==> src/sv/lgs_pkg.sv <==
package lgs_pkg;

    localparam int CFG_IDX_W   = 2;
    localparam int CFG_DATA_W  = 10;
    localparam int LEN_FIELD_W = 9;
    localparam int CNT_FIELD_W = 10;

    localparam int MIN_DIM       = 3;
    localparam int LEN_RESET     = 150;
    localparam int CNT_RESET     = 300;
    localparam int BIRTH_COUNT   = 3;
    localparam int SURVIVE_COUNT = 2;

    typedef enum logic [CFG_IDX_W-1:0] {
        REG_LINE_LENGTH = 2'd0,
        REG_LINE_COUNT  = 2'd1
    } cfg_reg_t;

    function automatic int clamp_dim(input int v, input int hi);
        if (v < MIN_DIM)
        begin
            return MIN_DIM;
        end
        if (v > hi)
        begin
            return hi;
        end
        return v;
    endfunction

    // B3/S23 on a 3x3 window, bit 4 is the center cell
    function automatic logic life_rule(input logic [8:0] w);
        logic [3:0] n;
        n = '0;
        for (int k = 0; k < 9; k++)
        begin
            if (k != 4)
            begin
                n = n + {3'b000, w[k]};
            end
        end
        return (n == 4'(BIRTH_COUNT)) || (w[4] && (n == 4'(SURVIVE_COUNT)));
    endfunction

endpackage

==> src/sv/lgs_if.sv <==
interface lgs_in_if;
    logic valid;
    logic ready;
    logic cell_alive;
    logic drain;

    modport source (output valid, output cell_alive, output drain, input ready);
    modport sink   (input valid, input cell_alive, input drain, output ready);
endinterface

interface lgs_out_if;
    logic valid;
    logic ready;
    logic next_alive;
    logic frame_last;

    modport source (output valid, output next_alive, output frame_last, input ready);
    modport sink   (input valid, input next_alive, input frame_last, output ready);
endinterface

interface lgs_cfg_if import lgs_pkg::*;
();
    logic                  valid;
    logic                  ready;
    logic [CFG_IDX_W-1:0]  index;
    logic [CFG_DATA_W-1:0] data;

    modport source (output valid, output index, output data, input ready);
    modport sink   (input valid, input index, input data, output ready);
endinterface

==> src/sv/life_generation_stencil.sv <==
// Conway Life (B3/S23) generation over a raster-streamed board.
// cells: one word per cell in storage order, fast index first. drain words
//   after the frame count as dead cells and flush the remaining results.
// results: one word per board cell, next_alive plus frame_last on the last.
// cfg: index 0 = line_length, index 1 = line_count; values are clamped to
//   3..LINE_LEN and 3..NUM_LINES. A write to either restarts the frame. Always ready.
// Throughput: one word per cycle unless a receiver stall drops cells.ready.
//   A cell's result comes out on the word line_length+1 words later: that
//   word's line store read, then window/rule into the output register.
// The two previous lines live in one 2-bit wide line store, read when a
//   word is taken and written back when it leaves the window stage.
// Send line_length+1 drain words after the last cell; the word after the
//   one carrying frame_last starts a new frame.
// Reset: line_length 150, line_count 300 (clamped), frame restarts. Line
//   store contents are never trusted before they are written in the frame.
// Receiver stall: the output register holds; the window stage holds one
//   more word, then cells.ready drops.
module life_generation_stencil import lgs_pkg::*;
#(
    parameter int LINE_LEN  = 256,
    parameter int NUM_LINES = 512
)
(
    input  logic        clk,
    input  logic        rst_n,
    lgs_cfg_if.sink     cfg,
    lgs_in_if.sink      cells,
    lgs_out_if.source   results
);

    localparam int PW = $clog2(LINE_LEN);
    localparam int LW = $clog2(LINE_LEN + 1);
    localparam int CW = $clog2(NUM_LINES + 1);
    localparam int RW = $clog2(NUM_LINES + 2);

    localparam logic [LW-1:0] LEN_RST = LW'(clamp_dim(LEN_RESET, LINE_LEN));
    localparam logic [CW-1:0] CNT_RST = CW'(clamp_dim(CNT_RESET, NUM_LINES));

    logic [LW-1:0] len_reg,  len_next;
    logic [CW-1:0] cnt_reg,  cnt_next;
    logic [PW-1:0] pos_reg,  pos_next;
    logic [RW-1:0] line_reg, line_next;

    logic s1_valid_reg, s1_valid_next;
    logic [PW-1:0] s1_pos_reg;
    logic s1_alive_reg, s1_ge1_reg, s1_ge2_reg, s1_first_reg, s1_emit_reg, s1_last_reg;

    logic [8:0] win_reg, win_next;
    logic out_valid_reg, out_valid_next;
    logic out_alive_reg, out_last_reg;

    logic [1:0] line_mem [LINE_LEN];
    logic [1:0] rd_reg;

    logic cfg_wr, restart;
    logic acc, pos_last;
    logic a_alive, a_ge1, a_ge2, a_first, a_emit, a_last;
    logic s1_retire;
    logic top, mid;
    logic [2:0] col;
    logic [8:0] shifted, center, win_upd;

    assign cfg.ready = 1'b1;
    assign cfg_wr    = cfg.valid && cfg.ready;

    // config decode
    always_comb
    begin
        len_next = len_reg;
        cnt_next = cnt_reg;
        restart  = 1'b0;
        if (cfg_wr)
        begin
            unique case (cfg_reg_t'(cfg.index))
                REG_LINE_LENGTH:
                begin
                    len_next = LW'(clamp_dim(int'(cfg.data[LEN_FIELD_W-1:0]), LINE_LEN));
                    restart  = 1'b1;
                end
                REG_LINE_COUNT:
                begin
                    cnt_next = CW'(clamp_dim(int'(cfg.data[CNT_FIELD_W-1:0]), NUM_LINES));
                    restart  = 1'b1;
                end
                default:
                begin
                    restart = 1'b0;
                end
            endcase
        end
    end

    // input side
    assign s1_retire   = s1_valid_reg && (!s1_emit_reg || !out_valid_reg || results.ready);
    assign cells.ready = !s1_valid_reg || s1_retire;
    assign acc         = cells.valid && cells.ready;

    assign pos_last = (LW'(pos_reg) + LW'(1)) == len_reg;
    assign a_alive  = cells.cell_alive && !cells.drain && (line_reg < RW'(cnt_reg));
    assign a_ge1    = line_reg != '0;
    assign a_ge2    = line_reg > RW'(1);
    assign a_first  = pos_reg == '0;
    assign a_emit   = a_ge2 || (a_ge1 && !a_first);
    assign a_last   = (line_reg == (RW'(cnt_reg) + RW'(1))) && a_first;

    always_comb
    begin
        pos_next  = pos_reg;
        line_next = line_reg;
        if (restart)
        begin
            pos_next  = '0;
            line_next = '0;
        end
        else if (acc)
        begin
            if (a_last)
            begin
                pos_next  = '0;
                line_next = '0;
            end
            else if (pos_last)
            begin
                pos_next  = '0;
                line_next = line_reg + RW'(1);
            end
            else
            begin
                pos_next = pos_reg + PW'(1);
            end
        end
    end

    // window stage
    assign top     = rd_reg[1] && s1_ge2_reg;
    assign mid     = rd_reg[0] && s1_ge1_reg;
    assign col     = {s1_alive_reg, mid, top};
    assign shifted = {col, win_reg[8:3]};

    always_comb
    begin
        if (s1_first_reg)
        begin
            // previous line closes with a dead column
            center  = {3'b000, win_reg[8:3]};
            win_upd = {col, 6'b000000};
        end
        else
        begin
            center  = shifted;
            win_upd = shifted;
        end

        win_next = win_reg;
        if (restart)
        begin
            win_next = '0;
        end
        else if (s1_retire)
        begin
            win_next = s1_last_reg ? 9'b0 : win_upd;
        end

        s1_valid_next = s1_valid_reg;
        if (acc)
        begin
            s1_valid_next = 1'b1;
        end
        else if (s1_retire)
        begin
            s1_valid_next = 1'b0;
        end

        out_valid_next = out_valid_reg;
        if (s1_retire && s1_emit_reg)
        begin
            out_valid_next = 1'b1;
        end
        else if (results.ready)
        begin
            out_valid_next = 1'b0;
        end
    end

    // line store: entry[0] previous line, entry[1] the one before
    always_ff @(posedge clk)
    begin
        if (acc)
        begin
            rd_reg <= line_mem[pos_reg];
        end
        if (s1_retire)
        begin
            line_mem[s1_pos_reg] <= {mid, s1_alive_reg};
        end
    end

    always_ff @(posedge clk or negedge rst_n)
    begin
        if (!rst_n)
        begin
            len_reg       <= LEN_RST;
            cnt_reg       <= CNT_RST;
            pos_reg       <= '0;
            line_reg      <= '0;
            s1_valid_reg  <= 1'b0;
            win_reg       <= '0;
            out_valid_reg <= 1'b0;
        end
        else
        begin
            len_reg       <= len_next;
            cnt_reg       <= cnt_next;
            pos_reg       <= pos_next;
            line_reg      <= line_next;
            s1_valid_reg  <= s1_valid_next;
            win_reg       <= win_next;
            out_valid_reg <= out_valid_next;
        end
    end

    always_ff @(posedge clk)
    begin
        if (acc)
        begin
            s1_pos_reg   <= pos_reg;
            s1_alive_reg <= a_alive;
            s1_ge1_reg   <= a_ge1;
            s1_ge2_reg   <= a_ge2;
            s1_first_reg <= a_first;
            s1_emit_reg  <= a_emit;
            s1_last_reg  <= a_last;
        end
        if (s1_retire && s1_emit_reg)
        begin
            out_alive_reg <= life_rule(center);
            out_last_reg  <= s1_last_reg;
        end
    end

    assign results.valid      = out_valid_reg;
    assign results.next_alive = out_alive_reg;
    assign results.frame_last = out_last_reg;

    a_pos_in_line: assert property (@(posedge clk) disable iff (!rst_n)
        LW'(pos_reg) < len_reg)
        else $error("position beyond line length");

    a_len_range: assert property (@(posedge clk) disable iff (!rst_n)
        (len_reg >= LW'(MIN_DIM)) && (len_reg <= LW'(LINE_LEN)))
        else $error("line length out of range");

    a_last_restarts: assert property (@(posedge clk) disable iff (!rst_n)
        (acc && a_last && !restart) |=> (pos_reg == '0) && (line_reg == '0))
        else $error("frame did not restart after last word");

    a_last_emits: assert property (@(posedge clk) disable iff (!rst_n)
        (s1_valid_reg && s1_last_reg) |-> s1_emit_reg)
        else $error("frame end without result");

endmodule
==> src/flat_wrapper.sv <==
// flat-port wrapper written by rule: the top's interface ports become plain ports
module life_generation_stencil_flat import lgs_pkg::*;
#(
    parameter int LINE_LEN  = 256,
    parameter int NUM_LINES = 512
)
  (clk, rst_n, cfg_valid, cfg_index, cfg_data, cfg_ready, cells_valid, cells_cell_alive, cells_drain, cells_ready, results_valid, results_next_alive, results_frame_last, results_ready);
  lgs_cfg_if cfg_i ();
  lgs_in_if cells_i ();
  lgs_out_if results_i ();
  input  logic clk;
  input  logic rst_n;
  input wire logic [$bits(cfg_i.valid)-1:0] cfg_valid;
  input wire logic [$bits(cfg_i.index)-1:0] cfg_index;
  input wire logic [$bits(cfg_i.data)-1:0] cfg_data;
  output wire logic [$bits(cfg_i.ready)-1:0] cfg_ready;
  input wire logic [$bits(cells_i.valid)-1:0] cells_valid;
  input wire logic [$bits(cells_i.cell_alive)-1:0] cells_cell_alive;
  input wire logic [$bits(cells_i.drain)-1:0] cells_drain;
  output wire logic [$bits(cells_i.ready)-1:0] cells_ready;
  output wire logic [$bits(results_i.valid)-1:0] results_valid;
  output wire logic [$bits(results_i.next_alive)-1:0] results_next_alive;
  output wire logic [$bits(results_i.frame_last)-1:0] results_frame_last;
  input wire logic [$bits(results_i.ready)-1:0] results_ready;
  assign cfg_i.valid = cfg_valid;
  assign cfg_i.index = cfg_index;
  assign cfg_i.data = cfg_data;
  assign cfg_ready = cfg_i.ready;
  assign cells_i.valid = cells_valid;
  assign cells_i.cell_alive = cells_cell_alive;
  assign cells_i.drain = cells_drain;
  assign cells_ready = cells_i.ready;
  assign results_valid = results_i.valid;
  assign results_next_alive = results_i.next_alive;
  assign results_frame_last = results_i.frame_last;
  assign results_i.ready = results_ready;
  life_generation_stencil #(.LINE_LEN(LINE_LEN), .NUM_LINES(NUM_LINES)) u_core (.clk(clk), .rst_n(rst_n), .cfg(cfg_i), .cells(cells_i), .results(results_i));
endmodule
==> config.mk <==
export PLATFORM = sky130hd
export DESIGN_NAME = life_generation_stencil_flat
export DESIGN_NICKNAME = d
export VERILOG_FILES = /design/src/sv/lgs_pkg.sv /design/src/sv/lgs_if.sv /design/src/sv/life_generation_stencil.sv /design/src/flat_wrapper.sv
export SDC_FILE = /design/constraint.sdc
export NUM_CORES = 1
export LEC_CHECK = 0
export ABC_AREA = 0
export ABC_CLOCK_PERIOD_IN_PS = 5200
export BUFFER_PORTS_ARGS = -buffer_cell sky130_fd_sc_hd__buf_2
export CORE_ASPECT_RATIO = 0.6
export CORE_UTILIZATION = 63
export CTS_BUF_LIST = sky130_fd_sc_hd__clkbuf_4 sky130_fd_sc_hd__clkbuf_8
export CTS_CLUSTER_SIZE = 16
export DETAILED_ROUTE_END_ITERATION = 12
export GPL_ROUTABILITY_DRIVEN = 1
export PLACE_DENSITY = 0.88
export SLEW_MARGIN = 5
export SYNTH_ARGS = -nofsm -noshare
export SYNTH_HDL_FRONTEND = slang
export SYNTH_SLANG_ARGS = --single-unit
==> constraint.sdc <==
create_clock -name clk -period 5.2 [get_ports clk]
set_input_delay 0.52 -clock clk [delete_from_list [all_inputs] [get_ports clk]]
set_output_delay 0.52 -clock clk [all_outputs]
set_load 0.01 [all_outputs]
== Word level (Yosys, flattened, before mapping) ==
Memories as Yosys holds them, arrays and structs flattened. A register that Yosys moved wholly into a read port is not among the register bits.
Cells that the tools add are included.

* Register bits after elaboration: 64
* Bits in writable memories: 512
* Input bits: 19
* Output and inout bits: 5
* Logic and storage cells: 122
* Memories: 1

* Add/subtract/negate cells: 11
* Order comparisons: 6
* Equality and inequality tests: 5
* Mux-type cells: 51
* Reductions and logical operators: 32

{| class="wikitable"
|+ Memory list
! name !! depth !! width !! rd ports !! clocked after Yosys merged registers in !! wr ports !! RTL line !! source
|-
| u_core.line_mem || 256 || 2 || 1 || 1 || 1 || life_generation_stencil.sv:52 || <nowiki>logic [1:0] line_mem [LINE_LEN];</nowiki>
|}

{| class="wikitable"
|+ Operators by type and width
! kind !! number
|-
| two-way mux 10 bit || 7
|-
| two-way mux 9 bit || 7
|-
| two-way mux 4 bit || 8
|-
| two-way mux 8 bit || 4
|-
| adder 4 x 1 -> 4 bit || 7
|-
| two-way mux 1 bit || 22
|-
| adder 10 x 1 -> 10 bit (second input constant) || 2
|-
| equality test 10 bit || 1
|-
| greater-than comparator 10 x 1 -> 1 bit (second input constant) || 1
|-
| greater-than comparator 10 bit (second input constant) || 1
|-
| logical AND 1 bit || 10
|-
| less-than comparator 10 bit || 1
|-
| less-than comparator 10 x 2 -> 1 bit (second input constant) || 1
|-
| nonzero test 10 bit || 1
|-
| adder 8 x 1 -> 9 bit (second input constant) || 1
|-
| equality test 9 bit || 1
|-
| greater-than comparator 9 bit (second input constant) || 1
|-
| less-than comparator 9 x 2 -> 1 bit (second input constant) || 1
|-
| adder 8 x 1 -> 8 bit (second input constant) || 1
|-
| equality test 4 x 2 -> 1 bit (second input constant) || 2
|-
| logical NOT 8 bit || 1
|-
| nonzero test 2 bit || 4
|-
| two-way mux 6 bit || 1
|-
| AND reduction 2 bit || 3
|-
| other kinds (7) || 16
|}

== Depth between registers and ports, before layout ==
* Word-level depth: 23
* Depth in mapped cells: 13
* Depth with buffers taken out: 11

== Worst setup path after synthesis ==
Ideal clock, no wire load.

* Path type: reg-to-reg
* Start point: reg u_core.s1_alive_reg
* End point: reg u_core.out_alive_reg, in the netlist u_core.results.next_alive (data pin)
* Arrival: 4.090 ns
* Data required time: 4.941 ns
* Path slack: 0.851 ns
* Cell stages (with the launch flop): 6
* Buffers on the path: 0
* Clock period less this slack: 4.349 ns
* Path through: edfxtp_1 nor2b_1 ha_1 ha_1 o21ai_0 a21oi_1

* Word-level cells in the longest chain between the ends: 6
* Elaborated cells on any way between the ends: 7

{| class="wikitable"
|+ Ends and longest elaborated chain
! element !! RTL line !! source
|-
| start, declared || life_generation_stencil.sv:46 || <nowiki>logic s1_alive_reg, s1_ge1_reg, s1_ge2_reg, s1_first_reg, s1_emit_reg, s1_last_reg;</nowiki>
|-
| start signal, assigned || life_generation_stencil.sv:227 || <nowiki>s1_alive_reg <= a_alive;</nowiki>
|-
| two-way mux 9 bit * || life_generation_stencil.sv:142 || <nowiki>if (s1_first_reg)</nowiki>
|-
| adder 4 x 1 -> 4 bit * || lgs_pkg.sv:39 || <nowiki>n = n + {3'b000, w[k]};</nowiki>
|-
| two-way mux 4 bit * || life_generation_stencil.sv:234 || <nowiki>if (s1_retire && s1_emit_reg)</nowiki>
|-
| equality test 4 x 2 -> 1 bit || lgs_pkg.sv:42 || <nowiki>return (n == 4'(BIRTH_COUNT)) || (w[4] && (n == 4'(SURVIVE_COUNT)));</nowiki>
|-
| logical AND 1 bit || lgs_pkg.sv:42 ||
|-
| logical OR 1 bit * || lgs_pkg.sv:42 ||
|-
| end signal, assigned || life_generation_stencil.sv:236 || <nowiki>out_alive_reg <= life_rule(center);</nowiki>
|-
| end, declared || life_generation_stencil.sv:50 || <nowiki>logic out_alive_reg, out_last_reg;</nowiki>
|}

Mark *: on every way between the ends. The rest lies on a longest branch, timed or not. The select of a mux whose other input is x is not followed.
A chain may end at the register's enable or synchronous reset.

== Final worst setup path ==
* Start point: reg u_core.pos_reg[0]
* End point: reg u_core.line_reg[0]

* Word-level cells in the longest chain between the ends: 5
* Elaborated cells on any way between the ends: 9

{| class="wikitable"
|+ Ends and longest elaborated chain
! element !! RTL line !! source
|-
| start, declared || life_generation_stencil.sv:41 || <nowiki>logic [PW-1:0] pos_reg, pos_next;</nowiki>
|-
| start signal, assigned || life_generation_stencil.sv:214 || <nowiki>pos_reg <= pos_next;</nowiki>
|-
| parallel branches: the longest is 5 deep, another holds adder 8 x 1 -> 9 bit || -- ||
|-
| end signal, assigned || life_generation_stencil.sv:215 || <nowiki>line_reg <= line_next;</nowiki>
|-
| end, declared || life_generation_stencil.sv:42 || <nowiki>logic [RW-1:0] line_reg, line_next;</nowiki>
|}

Parallel ways; which one is timed is not known. The select of a mux whose other input is x is not followed.

==> flow_metrics.tcl <==
set metrics [dict create \
    status "complete, no violations" \
    ant_nets 0 \
    r2r_setup_slack_ns 1.21 \
    cts-root-buf "clkbuf_8" \
    synth_top_family_by_area "multiplexers" \
    synth_commonest_cells "edfxtp_1 (530), nor2_1 (290), mux4_2 (123)" \
    synthArstFlopShare_pct 7.83 \
    final_core_util_pct 70.2 \
    crit_fanout 50 \
    yosys_warnings 0 \
    vias_per_cell 7.00 \
    power_density_mw_per_mm2 426 \
    grt_busiest_layer "met2" \
    clock_latency_ns 0.66 \
    period_minus_slack_ns 3.99 \
    ir_drop_uv 293 \
    fillers 2307 \
    grt_use_met3_pct 11.1 \
    fin_skew_ns 0.0341 \
    syn_inst 1576 \
    netlist_area_sq_mm 0.0247 \
    r2r_start "u_core.pos_reg[0]" \
    maxCapViolCount 0 \
    yosysUniqueCellTypes 72 \
    hpwl_um 37200 \
    drt-total-wl_um 62000 \
    track_usage_pct 31.5 \
    tightest_slew_ns 1.47 \
    cts_tree "yes" \
    synth.largest_area_cell "edfxtp_1" \
    synth_xor_area_share_pct 0.851 \
    rsz0062_at_grt "no" \
    clk_pin_slew_worst_paths_ns 0.07 \
    synthFlopType "edfxtp_1" \
    cp_data_arrival_time_ns 4.57 \
    hold_path.class "in -> async" \
    antenna_found_initial 0 \
    muxShareOfSynthArea_pct 12.4 \
    drt-initial-drc-count 2487 \
    nets 1659 \
    tns_ns 0 \
    portBuffers 22 \
    die_area_sq_mm 0.0400 \
    synth_area_leaders "edfxtp_1 (64%), mux4_2 (11%), nor2_1 (4.4%)" \
    crit_start "u_core.pos_reg[0]" \
    max_clock_freq_ghz 0.251 \
    firstDrtPassIters 9 \
    yosysMostFrequentCell "edfxtp_1" \
    avgSynthCellArea_sq_um 15.7 \
    io_pins 24 \
    syn2layout_area_growth_pct 8.40 \
    fin_crit_sh_pct 76.7 \
    grt_pass1_wl_um 91800 \
    timing.critical_path.from_type "register" \
    wire_per_inst_um 28.4 \
    via_count 15300 \
    cts_resized 0 \
    worstPathRequired_ns 5.78 \
    rows 55 \
    cts_buffers 77 \
    yosys_register_bits 575 \
    drive_above_1_share_pct 19.9 \
    cts_buffer_depth 3 \
    yosysSeqAreaShare_pct 69.0 \
    largest_reg_flops 512 \
    htree_levels 3 \
    synth_top_cell_area_share_pct 64.4 \
    cts_post_setup_buffers_inserted 0 \
    die_h_um 155 \
    synthAdderAreaFrac_pct 1.63 \
    cts_sinks 575 \
    grt_max_degree 259 \
    fp.coreArea_sq_mm 0.0381 \
    initial_core_util_pct 64.8 \
    slew_violations 0 \
    finalSetupViolCount 0 \
    syn_nets 1626 \
    synth_compound_area_share_pct 4.73 \
    hold_violations 0 \
    gp_congestion 0.909 \
    synth_edf_count 530 \
    grt_use_met1_pct 45.4 \
    drc_errors 0 \
    relSlewSlack_pct 1.61 \
    grt_pass1_vias 14900 \
    die_x_um 258 \
    yosys.area_share.simple_pct 9.35 \
    critical_path_class "reg -> reg" \
    p_leak_nw 8.58 \
    globalRouteOverflowTotal 0 \
    cp-end-kind "register" \
    cts_hold_buf 0 \
    grt.met2_usage_pct 45.6 \
]
final cells by class:
cell class / count / area (sq um) / area share, %
Timing Repair Buffer: 48 / 343 / 1.28
Multi-Input combinational cell: 888 / 7150 / 26.7
Clock inverter: 33 / 203 / 0.757
Inverter: 19 / 76.3 / 0.285
Antenna cell: 1 / 2.50 / 0.00935
Clock buffer: 107 / 1300 / 4.85
Sequential cell: 575 / 17100 / 63.7
Tap cell: 513 / 642 / 2.40
stage by stage:
step	hold WS [ns]	instance area, sq um	worst slack, ns	power (mW)	cells
finish	0.0585	26800	1.21	11.4	2184
global route	0.0908	26800	0.934	11.7	2183
CTS	0.0527	26800	1.25	11.3	2183
detailed placement	0.493	25300	1.30	8.00	2043
global placement	0.478	25300	1.46	7.91	2043
floorplan	0.224	24700	0.851	7.31	1576
cells by family (layout without fill, tap and decap cells):
logic type	after synthesis	count (layout)
AOI/OAI and AO/OA	167	167
xor gates and xnor gates	24	24
adders and majority gates	31	31
buffers and inverters	113	207
DFF	575	575
muxes	150	150
other	1	2
and+or+nand+nor	515	515
routing by layer:
metal / part of all wire (%) / vias to the layer above / wire [um]
met2: 44 / 1377 / 27200
li1: - / 6157 / -
met1: 37 / 7571 / 22800
met3: 16 / 188 / 9920
met4: 3.3 / 0 / 2040
met5: 0 / - / 0
worst max-delay path, stage by stage, from the launching register on:
cell and delay [ns]:
dfrtp_4 1.05, ha_1 0.38, nand3_1 0.23, or3_1 0.45, o21a_1 0.19, o21ai_1 0.70, and2_1 0.29, or4b_1 0.46
a21oi_1 0.15
placed cells by master (no fill, tap or decap), types with 5 or more instances in the layout:
cell type,n
a21oi_1,27
o21ai_0,31
nand3b_1,5
a22oi_1,16
xor2_1,10
mux2_2,15
edfxtp_1,530
a22o_1,20
and2_1,9
clkbuf_8,79
clkbuf_4,28
a31oi_1,8
mux2i_1,12
nand3_1,37
dfstp_2,8
ha_1,29
nand4_1,9
clkinv_2,10
xnor2_1,14
a221oi_1,8
nand2_1,76
nor2b_1,21
or4_1,5
nand2b_1,13
inv_1,17
mux4_2,123
buf_2,22
and3_1,9
clkinv_1,16
nor2_1,290
and4_1,5
buf_4,23
nor3_1,10
nor4_1,6
o22ai_1,14
nor3b_1,6
dfrtp_1,35
report_power, final:
group,internal [mW],total (mW),switching (mW)
clock network,1.68,3.41,1.73
registers,5.38,5.61,0.227
logic,0.945,2.38,1.44
total,8.01,11.4,3.39
path summary, 6_finish.rpt:
| check | end | cells after the start |
|---|---|---|
| worst max-delay path | u_core.line_reg[0] | 8 |
| worst min-delay path | u_core.line_reg[6] | 1 |
| worst max register to register | u_core.line_reg[0] | 8 |
| worst min register to register | u_core.len_reg[7] | 2 |
| max in group asynchronous | u_core.pos_reg[0] | 1 |
| min in group clk | u_core.s1_valid_reg | 2 |
No activity file was read; power rests on OpenSTA's default activity.
